`src/design/bsc_pkg.sv`:
```
// Shared widths, codes, structures and helpers of the byte stream comparator.
`default_nettype none
package bsc_pkg;

   localparam int COUNT_BITS  = 48;
   localparam int INDEX_W     = 48;
   localparam int POS_W       = 49;
   localparam int OFFSET_W    = 32;
   localparam int LIMIT_W     = 48;
   localparam int CSR_INDEX_W = 3;
   localparam int CSR_DATA_W  = 48;
   localparam int CMP_W       = (COUNT_BITS > LIMIT_W) ? COUNT_BITS : LIMIT_W;

   localparam logic [7:0] NEWLINE_BYTE = 8'h0A;

   typedef enum logic [1:0] {
      MODE_FIRST  = 2'd0,
      MODE_ALL    = 2'd1,
      MODE_STATUS = 2'd2,
      MODE_SILENT = 2'd3
   } mode_type;

   typedef enum logic [CSR_INDEX_W-1:0] {
      CSR_MODE       = 3'd0,
      CSR_LIMIT_ON   = 3'd1,
      CSR_BYTE_LIMIT = 3'd2,
      CSR_OFFSET_A   = 3'd3,
      CSR_OFFSET_B   = 3'd4
   } csr_index_type;

   typedef enum logic [2:0] {
      RPT_LISTED       = 3'd0,
      RPT_FIRST_FINAL  = 3'd1,
      RPT_DIFF_SILENT  = 3'd2,
      RPT_IDENTICAL    = 3'd3,
      RPT_DIFFERED     = 3'd4,
      RPT_A_SHORT      = 3'd5,
      RPT_B_SHORT      = 3'd6,
      RPT_SHORT_SILENT = 3'd7
   } report_type;

   typedef struct packed {
      logic       start_req;
      logic       has_a;
      logic       has_b;
      logic [7:0] byte_a;
      logic [7:0] byte_b;
   } item_type;

   typedef struct packed {
      logic [COUNT_BITS-1:0] pair_count;
      logic [COUNT_BITS-1:0] newline_count;
      logic                  mismatch_seen;
      logic                  finished;
   } state_type;

   typedef struct packed {
      mode_type              mode;
      logic                  limit_on;
      logic [LIMIT_W-1:0]    byte_limit;
      logic [OFFSET_W-1:0]   offset_a;
      logic [OFFSET_W-1:0]   offset_b;
   } cfg_type;

   typedef struct packed {
      report_type          report;
      logic                is_final;
      logic [INDEX_W-1:0]  byte_index;
      logic [INDEX_W-1:0]  line_no;
      logic [POS_W-1:0]    position_a;
      logic [POS_W-1:0]    position_b;
      logic [7:0]          value_a;
      logic [7:0]          value_b;
   } result_type;

   // Increment that sticks at the all-ones value.
   function automatic logic [COUNT_BITS-1:0] sat_inc(input logic [COUNT_BITS-1:0] v);
      logic [COUNT_BITS-1:0] r;
      r = (&v) ? v : v + COUNT_BITS'(1);
      return r;
   endfunction

endpackage
`default_nettype wire

```
`src/design/byte_stream_comparator.sv`:
```
// Top level of the byte stream comparator: handshakes, registers and configuration.
`default_nettype none
// The comparator takes one word per clock, each word holding a byte from stream A and
// a byte from stream B with a presence flag for each and a start flag, and it sustains
// one word per cycle for as long as the result side does not stall. A word is
// captured in an input register, judged by short logic, once the result register is
// free or being emptied, against the running pair count, newline count and verdict
// flags, and any result is placed in an output register, from which it is offered.
// The input register and the output register let a new word be taken while a
// finished result still waits to be collected. Configuration registers should be
// written only while no word is in flight; they take effect on the next word judged.
// Counters saturate at their all-ones value, and after a final verdict words are
// swallowed without a result until one arrives with the start flag set.
module byte_stream_comparator (
   input  logic                             clock,
   input  logic                             reset,

   input  logic                             req_valid,
   output logic                             req_stall,
   input  logic                             req_start_req,
   input  logic                             req_has_a,
   input  logic                             req_has_b,
   input  logic [7:0]                       req_byte_a,
   input  logic [7:0]                       req_byte_b,

   output logic                             rsp_valid,
   input  logic                             rsp_stall,
   output logic [2:0]                       rsp_report,
   output logic                             rsp_is_final,
   output logic [bsc_pkg::INDEX_W-1:0]      rsp_byte_index,
   output logic [bsc_pkg::INDEX_W-1:0]      rsp_line_no,
   output logic [bsc_pkg::POS_W-1:0]        rsp_position_a,
   output logic [bsc_pkg::POS_W-1:0]        rsp_position_b,
   output logic [7:0]                       rsp_value_a,
   output logic [7:0]                       rsp_value_b,

   input  logic                             csr_write,
   input  logic [bsc_pkg::CSR_INDEX_W-1:0]  csr_index,
   input  logic [bsc_pkg::CSR_DATA_W-1:0]   csr_data
);
   import bsc_pkg::*;

   // Input register.
   logic       item_valid_ff, item_valid_in;
   item_type   item_ff, item_in;

   // Comparison state and configuration.
   state_type  state_ff, state_in;
   cfg_type    cfg_ff, cfg_in;

   // Result register.
   logic       rsp_valid_ff, rsp_valid_in;
   result_type rsp_ff, rsp_in;

   logic       req_take;
   logic       process;
   logic       emit;
   result_type result;
   state_type  state_next;

   bsc_step u_step (
      .item       (item_ff),
      .state      (state_ff),
      .cfg        (cfg_ff),
      .emit       (emit),
      .result     (result),
      .state_next (state_next)
   );

   // The held word is judged whenever the result register is free or being emptied.
   assign process   = item_valid_ff && (!rsp_valid_ff || !rsp_stall);
   assign req_stall = item_valid_ff && !process;
   assign req_take  = req_valid && !req_stall;

   always_comb begin
      item_valid_in = req_take || (item_valid_ff && !process);
      if (req_take) begin
         item_in.start_req = req_start_req;
         item_in.has_a     = req_has_a;
         item_in.has_b     = req_has_b;
         item_in.byte_a    = req_byte_a;
         item_in.byte_b    = req_byte_b;
      end else begin
         item_in = item_ff;
      end

      state_in = process ? state_next : state_ff;

      if (process) begin
         rsp_valid_in = emit;
      end else begin
         rsp_valid_in = rsp_valid_ff && rsp_stall;
      end
      rsp_in = (process && emit) ? result : rsp_ff;

      // Register writes; an index outside the register list is dropped.
      cfg_in = cfg_ff;
      if (csr_write) begin
         case (csr_index)
            CSR_MODE:       cfg_in.mode       = mode_type'(csr_data[1:0]);
            CSR_LIMIT_ON:   cfg_in.limit_on   = csr_data[0];
            CSR_BYTE_LIMIT: cfg_in.byte_limit = csr_data[LIMIT_W-1:0];
            CSR_OFFSET_A:   cfg_in.offset_a   = csr_data[OFFSET_W-1:0];
            CSR_OFFSET_B:   cfg_in.offset_b   = csr_data[OFFSET_W-1:0];
            default:        cfg_in            = cfg_ff;
         endcase
      end
   end

   always_ff @(posedge clock) begin
      if (reset) begin
         item_valid_ff <= 1'b0;
         rsp_valid_ff  <= 1'b0;
         state_ff      <= '0;
         cfg_ff        <= '0;
      end else begin
         item_valid_ff <= item_valid_in;
         rsp_valid_ff  <= rsp_valid_in;
         state_ff      <= state_in;
         cfg_ff        <= cfg_in;
      end
   end

   // Payload registers carry no reset.
   always_ff @(posedge clock) begin
      item_ff <= item_in;
      rsp_ff  <= rsp_in;
   end

   assign rsp_valid       = rsp_valid_ff;
   assign rsp_report      = rsp_ff.report;
   assign rsp_is_final    = rsp_ff.is_final;
   assign rsp_byte_index  = rsp_ff.byte_index;
   assign rsp_line_no     = rsp_ff.line_no;
   assign rsp_position_a  = rsp_ff.position_a;
   assign rsp_position_b  = rsp_ff.position_b;
   assign rsp_value_a     = rsp_ff.value_a;
   assign rsp_value_b     = rsp_ff.value_b;

   // A closed comparison swallows words without a start flag.
   a_closed_silent: assert property (@(posedge clock) disable iff (reset)
      (process && state_ff.finished && !item_ff.start_req) |=> !rsp_valid_ff)
      else $error("result produced after the final verdict");

   // A final result closes the comparison.
   a_final_closes: assert property (@(posedge clock) disable iff (reset)
      (process && emit && result.is_final) |=> state_ff.finished)
      else $error("final verdict did not close the comparison");

   // The pair count only moves forward within a comparison.
   a_count_monotonic: assert property (@(posedge clock) disable iff (reset)
      (process && !item_ff.start_req) |=> (state_ff.pair_count >= $past(state_ff.pair_count)))
      else $error("pair count went backwards");

   // A new result only comes from a judged word.
   a_rsp_source: assert property (@(posedge clock) disable iff (reset)
      $rose(rsp_valid_ff) |-> $past(process))
      else $error("result appeared without a judged word");

endmodule
`default_nettype wire

```
`src/design/bsc_step.sv`:
```
// Decision logic for one byte pair: result word and next comparison state.
`default_nettype none
module bsc_step (
   input  bsc_pkg::item_type   item,
   input  bsc_pkg::state_type  state,
   input  bsc_pkg::cfg_type    cfg,
   output logic                emit,
   output bsc_pkg::result_type result,
   output bsc_pkg::state_type  state_next
);
   import bsc_pkg::*;

   state_type             cur;
   logic                  limit_hit;
   logic                  bytes_differ;
   logic [COUNT_BITS-1:0] nl_bumped;
   logic [INDEX_W-1:0]    idx;

   always_comb begin
      // A start request clears everything before the pair is looked at.
      if (item.start_req) begin
         cur = '0;
      end else begin
         cur = state;
      end

      limit_hit    = cfg.limit_on &&
                     (CMP_W'(cur.pair_count) >= CMP_W'(cfg.byte_limit));
      bytes_differ = (item.byte_a != item.byte_b);
      nl_bumped    = (item.byte_a == NEWLINE_BYTE) ? sat_inc(cur.newline_count)
                                                   : cur.newline_count;

      idx                = INDEX_W'(cur.pair_count);
      result.byte_index  = idx;
      result.line_no     = INDEX_W'(sat_inc(cur.newline_count));
      result.position_a  = POS_W'(idx) + POS_W'(cfg.offset_a);
      result.position_b  = POS_W'(idx) + POS_W'(cfg.offset_b);
      result.report      = RPT_IDENTICAL;
      result.is_final    = 1'b1;
      result.value_a     = '0;
      result.value_b     = '0;

      emit       = 1'b0;
      state_next = cur;

      if (cur.finished) begin
         emit = 1'b0;
      end else if (limit_hit || (!item.has_a && !item.has_b)) begin
         emit                = 1'b1;
         result.report       = cur.mismatch_seen ? RPT_DIFFERED : RPT_IDENTICAL;
         state_next.finished = 1'b1;
      end else if (!item.has_a || !item.has_b) begin
         emit = 1'b1;
         if (cfg.mode == MODE_STATUS) begin
            result.report = RPT_SHORT_SILENT;
         end else if (!item.has_a) begin
            result.report = RPT_A_SHORT;
         end else begin
            result.report = RPT_B_SHORT;
         end
         state_next.finished = 1'b1;
      end else if (bytes_differ) begin
         emit           = 1'b1;
         result.value_a = item.byte_a;
         result.value_b = item.byte_b;
         case (cfg.mode)
            MODE_ALL: begin
               result.report            = RPT_LISTED;
               result.is_final          = 1'b0;
               state_next.mismatch_seen = 1'b1;
               state_next.newline_count = nl_bumped;
               state_next.pair_count    = sat_inc(cur.pair_count);
            end
            MODE_FIRST: begin
               result.report       = RPT_FIRST_FINAL;
               state_next.finished = 1'b1;
            end
            default: begin
               result.report       = RPT_DIFF_SILENT;
               state_next.finished = 1'b1;
            end
         endcase
      end else begin
         state_next.newline_count = nl_bumped;
         state_next.pair_count    = sat_inc(cur.pair_count);
      end
   end

endmodule
`default_nettype wire

```
`config.mk`:
```
export PLATFORM = sky130hd
export DESIGN_NAME = byte_stream_comparator
export DESIGN_NICKNAME = d
export VERILOG_FILES = /design/src/design/bsc_pkg.sv /design/src/design/byte_stream_comparator.sv /design/src/design/bsc_step.sv
export SDC_FILE = /design/constraint.sdc
export NUM_CORES = 1
export LEC_CHECK = 0
export BUFFER_PORTS_ARGS = -buffer_cell sky130_fd_sc_hd__buf_2
export CAP_MARGIN = 40
export CELL_PAD_IN_SITES_DETAIL_PLACEMENT = 0
export CELL_PAD_IN_SITES_GLOBAL_PLACEMENT = 1
export CORE_MARGIN = 2
export CORE_UTILIZATION = 30
export CTS_CLUSTER_DIAMETER = 30
export DETAILED_ROUTE_END_ITERATION = 6
export GPL_ROUTABILITY_DRIVEN = 1
export PLACE_DENSITY = 0.7
export SLEW_MARGIN = 15
export SYNTH_ARGS = -nofsm -noshare
export SYNTH_HDL_FRONTEND = slang
export SYNTH_SLANG_ARGS = --single-unit
```
`constraint.sdc`:
```
create_clock -name clock -period 13.5 [get_ports clock]
set_input_delay 0.675 -clock clock [delete_from_list [all_inputs] [get_ports clock]]
set_output_delay 0.675 -clock clock [all_outputs]
set_load 0.01 [all_outputs]
```
==> qor.txt, run 1 <==
GRT Util Overall: 17.7%
Syn. warnings: 0
Reg power frac: 32.4%
CTS tree: done
DRT antenna net count: 0
DRC: 0
status: finished clean
min cycle time layout: 5250 ps
clock net sink count: 448
Yosys top cell by area: edfxtp_1
die footprint: 0.0801 mm²
max frequency: 191 MHz
Setup Total Neg Slack: 0 ps
count of pins on the block boundary: 291
Clock power frac: 63.1%
Reg area: 0.0113 mm²
WHS Path Cells: 1
Max Slew Vio Count: 0
Pwr Density: 153 mW/mm²
most common flop cell mapped by yosys: edfxtp_1
unrepaired setup endpoints after global routing: false
EDFF count, synth: 233
fin nets: 2,963
register area share after synthesis: 48.4%
ys async rst share: 0%
Net Sw Power: 1050 µW
largest net degree at the start of global routing: 152
Yosys top cell area share: 30.0%
Reg-to-Reg Start: item_ff[18]
syn avg cell area: 9.51 µm²
Int Pwr: 3590 µW
fillers: 7,640
main combinational cell family by area after synthesis: simple AND/OR/NAND/NOR gates
Synth Area in Adders: 6.25%
drt pass-1 iters: 5
Die Wd: 283 µm
final core utilization: 39.2%
Yosys cell types: 100
Critical Path RT: 14,100 ps
layout cells sized above 1: 20.0%
Post-Syn Instances: 2,455
HPWL Detailed: 51,400 µm
Min-Delay Endpoint: item_ff[1]
Worst VDD drop: 121 µV
worst hold slack: 199 ps
FP Rows: 102
area of the multi-input gates: 0.0113 mm²
Reg-to-Reg End: state_ff[72]
global route overflow: 0
mux cell area share after synthesis: 0.477%
global-route wire length before repair: 112,000 µm
IO buf count: 290
Critical Path Fanout Max: 76
vias per inst: 4.95
compound-cell area share of the yosys netlist: 16.0%
initial antenna violation count: 3
Hold Buf Count CTS: 0
Startpoint Class: register
CTS Root Cell: clkbuf_16
Wirelength per Cell: 18.7 µm
wirelength, routed: 73,100 µm
Hold Vio Cnt, Final: 0
cells resized by post-CTS repair: 0
Crit. End Element: register
Least-Margin Pin Slew: 901 ps
Core Box Area: 0.0772 mm²
Max transition margin: 39.9%
syn_nets: 2,643
Post-CTS Setup Bufs: 0
Hold/Removal Path Class: in -> reg
Synth Area in XOR/XNOR: 5.21%
Synth Area in Simple Gates: 20.2%
Commonest cells post-synth: 385 x nand2_1, 253 x a21oi_1, 233 x edfxtp_1
total CTS buffers: 117
vias in the first global route: 18,700
WL met3: 3890 µm
Routability Congestion: 0.849
hold path start: req_byte_b[1]
post-synthesis cell area: 0.0234 mm²
Worst EP arrival: 5840 ps
met2 wire length: 33,900 µm
routed length on met1: 33,800 µm
Sw Ratio: 22.6%
htree depth: 3
FF-to-FF path depth: 15
Setup Skew: 31.1 ps
combinational share of power: 4.5%
dominant cells by area after synthesis: edfxtp_1 30%, dfxtp_1 18%, nand2_1 6.2%, ha_1 5.9%, a21oi_1 5.4%
count leader, synth: nand2_1
Max clock buf depth: 3
max-cap viol count: 0
Area Overhead vs Synth: 29.6%
Final Setup Violations: 0
crit share post-route: 38.9%
initial core utilization: 30.3%
vias post-DR: 19,400
CP Class: reg -> reg
Clk pin slew, worst setup/hold paths: 40 ps
leak pwr: 0.0115 µW
reg-to-reg setup timing slack: 8250 ps
initial DRC count: 1,357
Die Y: 283 µm
highest routed layer: met5
post-synthesis register bit count: 448
total power: 4640 µW
Skew-Pair Late Insertion Delay: 670 ps
## metal layers
layer	vias to the layer above	track usage, %
met5	-	0
met4	2	5.21
met3	122	3.95
met2	495	28.5
met1	9189	23.8
li1	9599	-
## kinds of logic after synthesis
family	Yosys count
and+or+nand+nor	937
DFF	448
muxes	11
AOI/OAI and AO/OA	595
xor gates and xnor gates	139
adders and majority gates	116
buffers and inverters	209
## flip-flops by register name, indices dropped and copies added, names as in the netlist
register	count
rsp_report	3
state_ff	98
rsp_line_no	48
item_ff	19
rsp_position_a	49
cfg_ff	115
rsp_position_b	49
rsp_value_a	8
rsp_valid	1
rsp_is_final	1
rsp_byte_index	48
rsp_value_b	8
item_valid_ff	1
## area by class of cell
class	count	share of cell area (%)
clock inverter	87	3.68
clock buffer	135	10.2
antenna	3	0.0248
tap	1040	4.30
sequential	448	37.3
inverter	87	1.08
multi-input combinational	1798	37.3
timing repair buffer	323	6.10
## stage by stage
stage | std cells | area [µm²] | worst slack [ps]
6_report | 3921 | 30300 | 8250
5_1_grt | 3918 | 30300 | 7780
4_1_cts | 3916 | 30200 | 8270
3_5_place_dp | 3694 | 26000 | 8300
3_3_place_gp | 3683 | 25800 | 8250
2_1_floorplan | 2455 | 23400 | 3510
## worst max-delay path, cell delays in order, from the launching register on
cell and delay, ps:
edfxtp_1 310, buf_4 650, inv_2 460, nand2_1 330, inv_1 260, ha_1 260
a21oi_1 120, o21ai_0 110, a221oi_1 250, nand3_1 390, o41ai_2 520, a21o_1 250
buf_4 340, and2_1 250, or4b_1 450, a21oi_1 140
## worst max path at each step
stage                 from                 to  slack [ps]  cells after the start
2_1_floorplan  item_ff[18]  rsp_byte_index[0]        3510                     16
3_3_place_gp   item_ff[18]        state_ff[9]        8250                     14
3_5_place_dp   item_ff[18]       state_ff[72]        8300                     15
4_1_cts        item_ff[18]       state_ff[72]        8270                     15
5_1_grt        item_ff[18]       state_ff[72]        7780                     15
6_report       item_ff[18]       state_ff[72]        8250                     15
## power by group through the flow
| stage | Combinational [µW] | Sequential [µW] | Clock (µW) |
|---|---|---|---|
| floorplan | 92.1 | 1550 | 0 |
| finish | 207 | 1500 | 2930 |
| global placement | 203 | 1530 | 0 |
| CTS | 208 | 1500 | 2980 |
| global route | 226 | 1510 | 3050 |
| detailed placement | 208 | 1530 | 0 |
## layout by cell type (no fill, tap or decap), types with 102 or more instances in the layout
master / Yosys / layout
a21oi_1: 253 / 252
buf_2: 11 / 289
clkbuf_16: 0 / 118
dfxtp_1: 215 / 215
edfxtp_1: 233 / 233
ha_1: 111 / 111
nand2_1: 385 / 384
nor2_1: 135 / 134
o21ai_0: 103 / 103
xnor2_1: 102 / 102
Power figures use the tool's default switching activity.
==> run 2: changes to the inputs <==
Settings changed: PLACE_DENSITY 0.7 to 0.68.
Clock period 13.5 ns to 5.2 ns, I/O delays scaled along.
==> run 2 against run 1 <==
Net effect:
- combinational power rose to 2.8 times the previous value
- clock-buffer cell count is the same
- critical path depth fell by 2
- register-to-register slack got worse by 7700 ps
- flip-flop and latch count is the same
- setup slack got worse by 7700 ps
- die area did not move
- final area is 3.2% higher
- core utilization increased by 1.3 points
- final cell count rose by 2.6%
- first-iteration DRC count rose by 5.2%
- critical path type unchanged
- critical endpoint is now rsp_position_b[34]
- largest power group unchanged
==> qor.txt, run 2 (synthesized netlist as in run 1, its figures left out) <==
status: finished clean
fin nets: 3,068
Hold Buf Count CTS: 69
Setup Skew: 45.6 ps
max frequency: 214 MHz
Startpoint Class: register
unrepaired setup endpoints after global routing: false
crit share post-route: 90.0%
Routability Congestion: 0.875
drt pass-1 iters: 5
FP Rows: 102
WHS Path Cells: 4
Clk pin slew, worst setup/hold paths: 50 ps
Critical Path Fanout Max: 27
most frequent cells in the layout: 384 x nand2_1, 289 x buf_2, 252 x a21oi_1
# diodes: 0
Max transition margin: 46.3%
DRT antenna net count: 0
Reg-to-Reg Start: item_ff[18]
Wirelength per Cell: 18.7 µm
GRT Util Overall: 18.5%
Critical Path RT: 5590 ps
htree depth: 3
cells resized by post-CTS repair: 0
IO buf count: 290
largest net degree at the start of global routing: 82
Least-Margin Pin Slew: 785 ps
FF-to-FF path depth: 13
total CTS buffers: 117
die footprint: 0.0801 mm²
min cycle time layout: 4680 ps
CTS tree: done
final worst slack: 519 ps
Min-Delay Endpoint: cfg_ff[78]
Hold/Removal Path Class: in -> reg
hold path start: csr_index[0]
count of pins on the block boundary: 291
Final Setup Violations: 0
vias per inst: 5.04
CP bufs+invs: 2
Crit. End Element: register
CP Class: reg -> reg
critical-path cell list: buf_12, nor2b_1, ha_1, a211oi_1, o21ai_0, a2111o_1, a31oi_1, o21ai_0, a31oi_1, a21oi_1, buf_4, nand3_1, xnor2_1
Skew-Pair Late Insertion Delay: 680 ps
Die Wd: 283 µm
placed cell count: 3,731
layout cells sized above 1: 21.1%
Largest regs: cfg_ff x115, state_ff x98
initial core utilization: 30.3%
Core Box Area: 0.0772 mm²
flip-flop count of the largest register after layout: 115
most common cell after layout, fill and taps aside: nand2_1
Final Non-Filler Cells: 4,024
initial DRC count: 1,427
vias in the first global route: 20,100
Post-CTS Setup Bufs: 0
global-route wire length before repair: 117,000 µm
Pwr Density: 382 mW/mm²
reg-to-reg setup timing slack: 520 ps
Crit path max-delay family: compound AO/OA/AOI/OAI gates
Reg-to-Reg End: rsp_position_b[34]
leak pwr: 0.0119 µW
initial antenna violation count: 0
vias post-DR: 20,300
CTS Root Cell: clkbuf_16
Worst EP arrival: 5080 ps
Worst VDD drop: 241 µV
max-cap viol count: 0
Largest Register: cfg_ff
Max clock buf depth: 3
CP max stage delay: 700 ps
Max Slew Vio Count: 0
pre-CTS WS: 536 ps
Die Y: 283 µm
Area Overhead vs Synth: 33.7%
HPWL Detailed: 53,900 µm
DRC: 0
fillers: 7,542
wirelength, routed: 75,300 µm
global route overflow: 0
final core utilization: 40.5%
total power: 11,900 µW
clock net sink count: 448
Hold Vio Cnt, Final: 0
Worst path slowest cell: edfxtp_1
run 2: cell count changes in the layout (fill, tap and decap cells not counted), moves of 6 or more:
cell and change:
buf_4 +36, nor2b_4 +6, clkinv_1 -6, nor2b_1 -10, clkinvlp_4 +8, dlygate4sd3_1 +69, clkinv_2 -6
run 2: how the worst max path moves through the flow:
stage / cells past startpoint / start / endpoint / slack [ps]
after CTS: 12 / item_ff[18] / rsp_position_b[24] / 490
final: 13 / item_ff[18] / rsp_position_b[34] / 520
after global placement: 12 / item_ff[18] / rsp_position_b[24] / 630
after floorplan: 16 / item_ff[18] / rsp_byte_index[0] / -1460
after global routing: 12 / item_ff[18] / rsp_position_b[24] / 100
after detailed placement: 12 / item_ff[18] / rsp_position_b[24] / 540
run 2: routing by layer:
layer / vias up / wire length (µm) / GRT usage, %
met1: 9696 / 33700 / 24.5
li1: 9809 / - / -
met5: - / 0 / 0
met2: 669 / 35300 / 29.9
met3: 115 / 4550 / 3.56
met4: 0 / 1800 / 6.49
run 2: per-stage QoR:
| stage | cell area, µm² | hold slack [ps] | TNS, ps |
|---|---|---|---|
| 2_1_floorplan | 23600 | 359 | -314260 |
| 3_3_place_gp | 26300 | 437 | 0 |
| 3_5_place_dp | 26400 | 438 | 0 |
| 4_1_cts | 31200 | 3.44 | 0 |
| 5_1_grt | 31200 | 67.1 | 0 |
| 6_report | 31200 | 55.4 | 0 |
run 2: worst min-delay path, delay by kind of cell:
kind	cells	cell delay, ps
buffers and inverters	1	160
and+or+nand+nor	2	200
AOI/OAI and AO/OA	1	50
run 2: power breakdown:
group | leakage (µW) | switching (µW) | internal (µW)
Sequential | 0.00384 | 52.3 | 3850
Combinational | 0.00616 | 369 | 207
Clock | 0.00194 | 2360 | 5090
run 2: final cells by class:
| class | count | area [µm²] | area share, % |
|---|---|---|---|
| sequential | 448 | 11300 | 36.2 |
| inverter | 87 | 327 | 1.05 |
| clock inverter | 88 | 1060 | 3.41 |
| clock buffer | 135 | 3080 | 9.85 |
| tap | 1040 | 1300 | 4.17 |
| timing repair buffer | 428 | 2790 | 8.94 |
| multi-input combinational | 1798 | 11400 | 36.4 |
==> run 3: changes to the inputs <==
Clock period 5.2 ns to 5.45 ns, I/O delays scaled along.
==> run 3 against run 2 <==
Net effect:
- hold slack better by 36 ps
- critical path depth stayed put
- routed wire length grew 0.25%
- register-to-register slack better by 140 ps
- core utilization down 0.32 points
- clock-buffer cell count shrank 3
- total power fell by 6.9%
- critical endpoint is now state_ff[49]
==> qor.txt, run 3 (synthesized netlist as in run 1, its figures left out) <==
status: finished clean
DP Area: 0.0263 mm²
WHS Path Cells: 4
global route overflow: 0
Die Wd: 283 µm
Area Overhead vs Synth: 32.6%
unrepaired setup endpoints after global routing: false
Reg-to-Reg End: state_ff[49]
critical-path cell list: buf_12, nor2b_1, ha_1, a21oi_1, o21ai_0, a221oi_1, nand3_1, a211o_1, a311oi_4, buf_4, nor4b_4, a21o_1, a22o_1
Skew-Pair Late Insertion Delay: 670 ps
total CTS buffers: 114
initial DRC count: 1,308
vias post-DR: 20,200
cell area after layout: 0.0310 mm²
final worst slack: 663 ps
Startpoint Class: register
IO buf count: 290
final core utilization: 40.1%
Hold Buf Count CTS: 70
Die Y: 283 µm
Pwr Density: 358 mW/mm²
wirelength, routed: 75,500 µm
CP Class: reg -> reg
Critical Path RT: 6030 ps
HPWL Detailed: 53,700 µm
Final Setup Violations: 0
Largest Register: cfg_ff
Post-CTS Setup Bufs: 0
max-cap viol count: 0
min cycle time layout: 4790 ps
drt pass-1 iters: 7
most common cell after layout, fill and taps aside: nand2_1
Hold Vio Cnt, Final: 0
initial antenna violation count: 1
Crit. End Element: register
most frequent cells in the layout: 384 x nand2_1, 290 x buf_2, 252 x a21oi_1
Setup Total Neg Slack: 0 ps
Clk pin slew, worst setup/hold paths: 50 ps
Hold/Removal Path Class: in -> reg
max frequency: 209 MHz
layout cells sized above 1: 20.1%
Max Slew Vio Count: 0
Worst EP arrival: 5370 ps
die footprint: 0.0801 mm²
Routability Congestion: 0.856
Setup Skew: 38.9 ps
flip-flop count of the largest register after layout: 115
Largest regs: cfg_ff x115, state_ff x98
vias in the first global route: 20,300
Reg-to-Reg Start: item_ff[18]
Max clock buf depth: 3
CP endpoint: state_ff[49]
Crit. Startpoint: item_ff[18]
fillers: 7,568
FF-to-FF path depth: 13
clock net sink count: 448
GRT Util Overall: 18.4%
DRT antenna net count: 0
WP depth: 13
fin nets: 3,047
Critical Path Fanout Max: 49
Crit path max-delay family: compound AO/OA/AOI/OAI gates
Least-Margin Pin Slew: 896 ps
CP max stage delay: 630 ps
vias per inst: 5.04
reg-to-reg setup timing slack: 660 ps
CTS tree: done
initial core utilization: 30.3%
crit share post-route: 87.8%
global-route wire length before repair: 117,000 µm
count of pins on the block boundary: 291
CP bufs+invs: 2
Wirelength per Cell: 18.9 µm
leak pwr: 0.0118 µW
Worst VDD drop: 241 µV
Worst path slowest cell: nor2b_1
Max transition margin: 40.1%
htree depth: 3
FP Rows: 102
CTS Root Cell: clkbuf_16
pre-CTS WS: 703 ps
Core Box Area: 0.0772 mm²
largest net degree at the start of global routing: 86
DRC: 0
cells resized by post-CTS repair: 0
## run 3: worst register-to-register path: stages (launching register included)
cell and delay (ps):
edfxtp_1 420, buf_12 200, nor2b_1 690, ha_1 390
a21oi_1 140, o21ai_0 130, a221oi_1 270, nand3_1 370
a211o_1 430, a311oi_4 580, buf_4 290, nor4b_4 500
a21o_1 200, a22o_1 110
## run 3: worst min-delay path by stage
stage | from | endpoint | slack, ps
6_report | csr_index[0] | cfg_ff[67] | 90
4_1_cts | csr_index[0] | cfg_ff[64] | 50
3_5_place_dp | cfg_ff[89] | cfg_ff[89] | 450
5_1_grt | csr_index[0] | cfg_ff[66] | 110
2_1_floorplan | req_byte_b[0] | item_ff[0] | 370
3_3_place_gp | cfg_ff[102] | cfg_ff[102] | 450
## run 3: report_power, final
| group | switching [µW] | internal (µW) | leakage [µW] |
|---|---|---|---|
| combinational | 360 | 202 | 0.00609 |
| sequential | 50.8 | 3670 | 0.00384 |
| clock | 2170 | 4640 | 0.00186 |
| total | 2580 | 8520 | 0.0118 |
## run 3: through the flow
step,instances,power (µW),hold slack (ps)
floorplan,2455,4060,371
global placement,3702,4290,445
detailed placement,3712,4300,447
CTS,3999,11200,48.2
global route,4000,11500,108
finish,4001,11100,91.1
## run 3: layout make-up
type	count	area, µm²	share of cell area (%)
tap	1040	1300	4.20
clock buffer	132	2960	9.56
multi-input combinational	1798	11400	36.7
antenna	1	2.50	0.00808
sequential	448	11300	36.5
clock inverter	85	996	3.21
timing repair buffer	410	2720	8.78
inverter	87	327	1.05
## run 3: per-layer routing
metal	up-vias	track usage, %	wire, µm
li1	9738	-	-
met1	9736	24.1	34100
met2	575	30.7	36000
met3	103	3.29	3810
met4	0	5.76	1600
met5	-	0	0
